`src/design/pbl_pkg.sv`:
```
`default_nettype none
package pbl_pkg;

  typedef enum logic [1:0] {
    OP_LOAD  = 2'd0,
    OP_QUERY = 2'd1,
    OP_CLEAR = 2'd2,
    OP_NONE  = 2'd3
  } op_e;

  localparam logic [1:0] CFG_USE_RADIUS = 2'd0;
  localparam logic [1:0] CFG_DEN_TOL    = 2'd1;
  localparam logic [1:0] CFG_PARAM_TOL  = 2'd2;

  localparam logic [16:0] PARAM_ONE = 17'd65536;

  typedef struct packed {
    logic [1:0]         op;
    logic signed [31:0] coord_x;
    logic signed [31:0] coord_y;
    logic signed [31:0] coord_z;
    logic [30:0]        radius;
    logic               new_line;
  } in_item_t;

  typedef struct packed {
    logic signed [63:0] min_value;
    logic               found;
    logic [9:0]         segment_index;
    logic [16:0]        seg_param;
    logic signed [31:0] center_x;
    logic signed [31:0] center_y;
    logic signed [31:0] center_z;
    logic [30:0]        center_radius;
  } out_item_t;

  typedef enum logic [2:0] {
    ST_IDLE,
    ST_READ0,
    ST_READ,
    ST_SEG,
    ST_DIV,
    ST_EVAL,
    ST_NEXT,
    ST_OUT
  } state_e;

  // controller commands to datapath
  typedef struct packed {
    logic load_query;
    logic clr_best;
    logic rd_first;
    logic rd_next;
    logic seg_calc;
    logic div_step;
    logic eval;
    logic update;
  } cmd_t;

  // datapath status to controller
  typedef struct packed {
    logic more;
    logic seg_valid;
    logic div_done;
  } stat_t;

endpackage
`default_nettype wire

```
`src/design/pbl_ctrl.sv`:
```
`default_nettype none
module pbl_ctrl (
  input  wire             clk_i,
  input  wire             rst_ni,
  input  wire             start_i,
  input  wire             out_ready_i,
  input  pbl_pkg::stat_t  stat_i,
  output pbl_pkg::cmd_t   cmd_o,
  output logic            busy_o,
  output logic            out_valid_o
);
  import pbl_pkg::*;

  state_e state_q, state_d;

  always_ff @(posedge clk_i or negedge rst_ni) begin
    if (!rst_ni) begin
      state_q <= ST_IDLE;
    end else begin
      state_q <= state_d;
    end
  end

  always_comb begin
    state_d = state_q;
    cmd_o = '0;
    busy_o = 1'b1;
    out_valid_o = 1'b0;
    case (state_q)
      ST_IDLE: begin
        busy_o = 1'b0;
        if (start_i) begin
          cmd_o.load_query = 1'b1;
          cmd_o.clr_best = 1'b1;
          state_d = ST_READ0;
        end
      end
      ST_READ0: begin
        cmd_o.rd_first = 1'b1;
        state_d = ST_READ;
      end
      ST_READ: begin
        if (stat_i.more) begin
          cmd_o.rd_next = 1'b1;
          state_d = ST_SEG;
        end else begin
          state_d = ST_OUT;
        end
      end
      ST_SEG: begin
        cmd_o.seg_calc = 1'b1;
        state_d = ST_DIV;
      end
      ST_DIV: begin
        if (!stat_i.seg_valid) begin
          state_d = ST_READ;
        end else if (stat_i.div_done) begin
          state_d = ST_EVAL;
        end else begin
          cmd_o.div_step = 1'b1;
        end
      end
      ST_EVAL: begin
        cmd_o.eval = 1'b1;
        state_d = ST_NEXT;
      end
      ST_NEXT: begin
        cmd_o.update = 1'b1;
        state_d = ST_READ;
      end
      ST_OUT: begin
        out_valid_o = 1'b1;
        if (out_ready_i) state_d = ST_IDLE;
      end
      default: state_d = ST_IDLE;
    endcase
  end
endmodule
`default_nettype wire

```
`config.mk`:
```
export PLATFORM = sky130hd
export DESIGN_NAME = pbl_ctrl
export DESIGN_NICKNAME = d
export VERILOG_FILES = /design/src/design/pbl_pkg.sv /design/src/design/pbl_ctrl.sv
export SDC_FILE = /design/constraint.sdc
export NUM_CORES = 1
export LEC_CHECK = 0
export ABC_CLOCK_PERIOD_IN_PS = 1330
export BUFFER_PORTS_ARGS = -buffer_cell sky130_fd_sc_hd__buf_2
export CAP_MARGIN = 20
export CORE_AREA = 3 3 40 42
export CTS_CLUSTER_DIAMETER = 150
export DETAILED_ROUTE_END_ITERATION = 6
export DIE_AREA = 0 0 43 45
export GPL_TIMING_DRIVEN = 1
export SYNTH_ARGS = -nofsm -noshare
export SYNTH_HDL_FRONTEND = slang
export SYNTH_SLANG_ARGS = --single-unit
```
`constraint.sdc`:
```
create_clock -name clk_i -period 1.33 [get_ports clk_i]
set_input_delay 0.0665 -clock clk_i [delete_from_list [all_inputs] [get_ports clk_i]]
set_output_delay 0.0665 -clock clk_i [all_outputs]
set_load 0.02 [all_outputs]
```
==> results.yml, run 1 <==
global_routing:
  grt.total_usage_pct: 7.43
  grt_first_pass_wirelength_mm: 1.06
  grt_start_max_net_pins: 10
  grt_pass1_vias: 296
  antenna_found_initial: 0
  grt_overflow: 0
logic_synthesis:
  yosysWarnings: 0
  yosysUniqueCellTypes: 20
  syn-instance-count: 34
  ys_ff_latch: 3
  netlist_area_sq_um: 304
  syn_nets: 41
  synth_area_per_cell_sq_um: 8.94
  seq_area_frac_synth_pct: 24.7
drt:
  vias_per_cell: 4.32
  drt_iter0_drc: 0
  drc: 0
  ant_nets: 0
  wirelength_um: 675
  wl_per_cell_um: 9.00
  vias: 324
  drt_pre_antenna_iters: 1
clock_network:
  clkSinkCount: 3
  numCtsBuffers: 3
  clock-root-buffer: "clkbuf_4"
  clockBufferDepth: 2
  clk_pin_slew_worst_paths_ns: 0.04
  cts_tree: "built"
  clock_latency_ns: 0.23
  cts_max_level: 1
cells_and_area:
  largest_reg_flops: 3
  layout-drive-gt1-share_pct: 61.7
  diodes: 0
  top_regs: "state_q (3)"
  finalNetCount: 68
  fillCellCount: 136
  finalNonFillerCells: 75
  area_delta_synth_final_pct: 65.4
  largest_register: "state_q"
floorplan:
  core_area_sq_um: 1280
  die_h_um: 45
  die_area_sq_um: 1940
  ioPinCount: 17
  start_util_pct: 23.7
  die_w_um: 43
  rows: 13
pwr:
  netSwitchingFraction_pct: 41.9
  combPwrFrac_pct: 70.9
  switchingPower_uw: 497
  clkPwrFrac_pct: 13.1
  p_seq_share_pct: 16.0
  p_per_area_nw_per_um2: 2360
  p_int_uw: 691
  power_uw: 1190
  peakVddDrop_v: 0.000814
  p_leak_uw: 0.000271
worst_setup_path:
  crit_type: "reg -> out"
  required_ns: 1.26
  critical_path_arrival_ns: 1.26
  crit_path_max_fanout: 3
  end_kind: "output pin"
  start_kind: "register"
timing:
  fmax_ghz: 0.755
  tightest_slew_ns: 0.177
  rsz0062_at_grt: "yes"
  slew_headroom_pct: 88.1
  setup_viol: 0
  maxSlewViolCount: 0
  min_period_over_period_pct: 99.6
  fin_worst_skew_ns: 0.00139
  hold_viol_final: 0
  period_needed_ns: 1.32
placed_design:
  gp_congestion: 0.688
  place_inst: 66
  io_buffers: 16
worst_hold_path:
  min_path_type: "in -> reg"
job:
  maxCapViolations: 0
status:
  status: "finished clean"
-- critical path: stages, from the launching register on --
cell and delay [ns]:
dfrtp_1 0.39, or3_4 0.41, nor2_4 0.11, buf_6 0.12
-- power by group through the flow --
stage	sequential [uW]	combinational, uW	clock, uW
after floorplan	176	543	0
after global placement	212	661	0
after detailed placement	214	664	0
after CTS	185	808	169
after global routing	197	917	171
final	190	842	156
-- metrics by stage --
| step | hold slack, ns | TNS [ns] | util (%) | setup slack [ns] | instance area, sq um |
|---|---|---|---|---|---|
| floorplan | -0.229 | 0 | - | 0.0360 | 304 |
| global placement | -0.136 | 0 | 31.4 | 0.175 | 403 |
| detailed placement | -0.136 | 0 | 31.4 | 0.154 | 403 |
| CTS | 0.0863 | -0.0182 | 38.0 | -0.00937 | 488 |
| global route | 0.102 | -0.0865 | 39.1 | -0.0437 | 503 |
| finish | 0.0990 | 0 | 39.1 | 0.00580 | 503 |
-- worst paths after layout --
kind | start | to | slack (ns) | cells past startpoint
min in group asynchronous | rst_ni | state_q[1]$_DFFE_PN0P_ | 0.16 | 2
worst min register to register | state_q[2]$_DFFE_PN0P_ | state_q[1]$_DFFE_PN0P_ | 0.64 | 3
max in group asynchronous | rst_ni | state_q[0]$_DFFE_PN0P_ | 1.05 | 2
worst max-delay path | state_q[2]$_DFFE_PN0P_ | cmd_o[6] | 0.006 | 3
worst min-delay path | start_i | state_q[0]$_DFFE_PN0P_ | 0.1 | 3
worst max register to register | state_q[0]$_DFFE_PN0P_ | state_q[2]$_DFFE_PN0P_ | 0.17 | 5
-- layout by cell type (no fill, tap or decap), types with 2 or more instances in the layout --
cell type / n
nand2_1: 3
buf_2: 13
clkbuf_4: 3
inv_1: 4
nor2_1: 3
o21ai_1: 3
buf_4: 9
dfrtp_1: 2
buf_6: 3
and3b_1: 2
-- layout make-up --
class	count	area, sq um	share of cell area [%]
Inverter	5	18.8	3.73
Timing Repair Buffer	26	176	35.1
Multi-Input combinational cell	22	186	37.1
Clock buffer	4	26.3	5.22
Tap cell	15	18.8	3.73
Sequential cell	3	76.3	15.2
-- cell usage after synthesis --
cell type	n	area (sq um)
mux2i_1	1	10.0
nor4b_2	1	15.0
o221ai_2	1	15.0
dfrtp_1	3	75.1
xnor2_1	1	8.76
nand4bb_1	1	11.3
a21boi_2	1	11.3
o22ai_1	1	6.26
nand2_1	3	11.3
inv_1	4	15.0
nand3_2	1	10.0
nor3b_2	1	12.5
and3b_1	2	17.5
nor2_2	1	6.26
buf_4	2	15.0
or3_4	1	11.3
inv_2	1	3.75
buf_6	2	22.5
o21ai_1	3	15.0
nor2_1	3	11.3
-- kinds of logic (layout without fill, tap and decap cells) --
kind of cell           after synthesis  in the layout  synth area share, %
AO/OA/AOI/OAI                        6              6                 15.6
multiplexers                         1              1                 3.29
flip-flops                           3              3                 24.7
AND/OR/NAND/NOR                     14             14                 35.0
buffers and inverters                9             35                 18.5
XOR/XNOR                             1              1                 2.88
-- repair_timing --
item                                   4_1_cts  5_1_grt
setup endpoints to repair                    4        3
endpoints found under the hold margin        3        0
buffers inserted                             4        0
gates resized for setup                      6        3
hold buffers                                 1        0
cloned                                       0        0
-- routing by layer --
| layer | global-route usage, % | part of all wire, % | wire [um] | up-vias |
|---|---|---|---|---|
| li1 | - | - | - | 166 |
| met1 | 6.55 | 36 | 245 | 152 |
| met2 | 14.1 | 60 | 402 | 6 |
| met3 | 1.20 | 4.0 | 27 | 0 |
| met4 | 7.23 | 0 | 0 | 0 |
| met5 | 0 | 0 | 0 | - |
Note: power is estimated with default switching activity, not from simulation.
==> run 2: changes to the inputs <==
PLACE_DENSITY_LB_ADDON = 0.12   (was default)
==> run 2 against run 1 <==
  * Utilization shrank 0.78 points
  * Via count shrank 4.9%
  * Count of clock-buffer cells in the layout unchanged
  * Die area unchanged
==> results.yml, run 2 (synthesis gave the netlist of run 1 again) <==
timing:
  slew_headroom_pct: 87.8
  min_period_over_period_pct: 98.7
  period_needed_ns: 1.31
  setup_viol: 0
  tightest_slew_ns: 0.182
  fmax_ghz: 0.762
  finalSetupTns_ns: 0
  maxSlewViolCount: 0
  hold_viol_final: 0
  rsz0062_at_grt: "yes"
  fin_worst_skew_ns: 0.00375
cells_and_area:
  final_cell_mix: "buf_2 (12), buf_4 (7), inv_1 (4)"
  top_regs: "state_q (3)"
  area_delta_synth_final_pct: 62.1
  seq_area_sq_um: 76.3
  diodes: 0
  multiInputGateArea_sq_um: 196
  final_common_cell: "buf_2"
  largest_reg_flops: 3
  layout-drive-gt1-share_pct: 63.2
  fin_area_sq_um: 493
  largest_register: "state_q"
  finalNonFillerCells: 72
  finalNetCount: 65
  fillCellCount: 133
pwr:
  p_seq_share_pct: 16.3
  clkPwrFrac_pct: 13.5
  peakVddDrop_v: 0.000648
  p_int_uw: 642
  netSwitchingFraction_pct: 43.6
  switchingPower_uw: 497
  p_per_area_nw_per_um2: 2310
  p_leak_uw: 0.000252
  combPwrFrac_pct: 70.2
  power_uw: 1140
worst_setup_path:
  required_ns: 1.26
  crit_path_max_fanout: 4
  end_kind: "output pin"
  critical_path_arrival_ns: 1.25
  start_kind: "register"
  crit_type: "reg -> out"
worst_hold_path:
  min_path_type: "in -> reg"
global_routing:
  grt_start_max_net_pins: 12
  grt.total_usage_pct: 8.25
  grt_first_pass_wirelength_mm: 1.19
  antenna_found_initial: 0
  grt_pass1_vias: 301
  grt_overflow: 0
floorplan:
  die_w_um: 43
  die_h_um: 45
  die_area_sq_um: 1940
  core_area_sq_um: 1280
  rows: 13
  start_util_pct: 23.7
  ioPinCount: 17
drt:
  vias_per_cell: 4.28
  drt_pre_antenna_iters: 1
  wirelength_um: 794
  vias: 308
  wl_per_cell_um: 11.0
  ant_nets: 0
  drc: 0
  drt_iter0_drc: 0
status:
  status: "finished clean"
placed_design:
  dpl_cell_area_sq_um: 388
  hpwlAfterDp_um: 564
  gp_congestion: 0.718
  io_buffers: 16
  place_inst: 64
clock_network:
  clock-root-buffer: "clkbuf_4"
  clock_latency_ns: 0.23
  clkSinkCount: 3
  numCtsBuffers: 3
  clk_pin_slew_worst_paths_ns: 0.04
  cts_max_level: 1
  clockBufferDepth: 2
  cts_tree: "built"
job:
  maxCapViolations: 0
## run 2: critical path: stages (launching register included)
cell	delay [ns]
dfrtp_1	0.39
or3_4	0.39
nor2_4	0.11
buf_6	0.13
## run 2: cell type report
type / instances / share of cell area [%]
clock buffers: 4 / 5.33
inverters: 5 / 3.81
multi-input cells: 22 / 39.8
flip-flops and latches: 3 / 15.5
well taps: 15 / 3.81
repair buffers: 23 / 31.7
## run 2: final timing paths
kind                                        start                     end  slack [ns]  depth (start not counted)
max                        state_q[1]$_DFFE_PN0P_                cmd_o[6]        0.02                          3
min                                       start_i  state_q[0]$_DFFE_PN0P_        0.09                          3
max reg2reg                state_q[1]$_DFFE_PN0P_  state_q[0]$_DFFE_PN0P_        0.33                          3
min reg2reg                state_q[1]$_DFFE_PN0P_  state_q[0]$_DFFE_PN0P_        0.57                          2
max in group asynchronous                  rst_ni  state_q[0]$_DFFE_PN0P_        1.04                          2
min in group asynchronous                  rst_ni  state_q[2]$_DFFE_PN0P_        0.16                          2
## run 2: metrics by stage
stage | setup WS [ns] | hold WS (ns) | util, %
floorplan | 0.0360 | -0.229 | -
global placement | 0.219 | -0.136 | 30.2
detailed placement | 0.216 | -0.131 | 30.2
CTS | 0.00310 | 0.0804 | 35.8
global route | -0.0472 | 0.0903 | 38.4
finish | 0.0173 | 0.0889 | 38.4
## run 2: power groups by stage
stage               Sequential [uW]  Combinational, uW  Clock (uW)
floorplan                       176                543           0
global placement                195                646           0
detailed placement              194                653           0
CTS                             185                736         162
global route                    193                862         177
finish                          185                801         154
## run 2: metal layers
| layer | wire (um) | up-vias | GRT usage [%] |
|---|---|---|---|
| li1 | - | 158 | - |
| met1 | 289 | 142 | 8.21 |
| met2 | 452 | 8 | 14.4 |
| met3 | 53 | 0 | 1.99 |
| met4 | 0 | 0 | 7.23 |
| met5 | 0 | - | 0 |
## run 2: timing repair
item	CTS	global route
hold buffers	1	0
resized for setup	7	4
buffers inserted	2	1
setup endpoints to repair	3	4
pin swaps	0	1
hold endpoints to repair	3	0
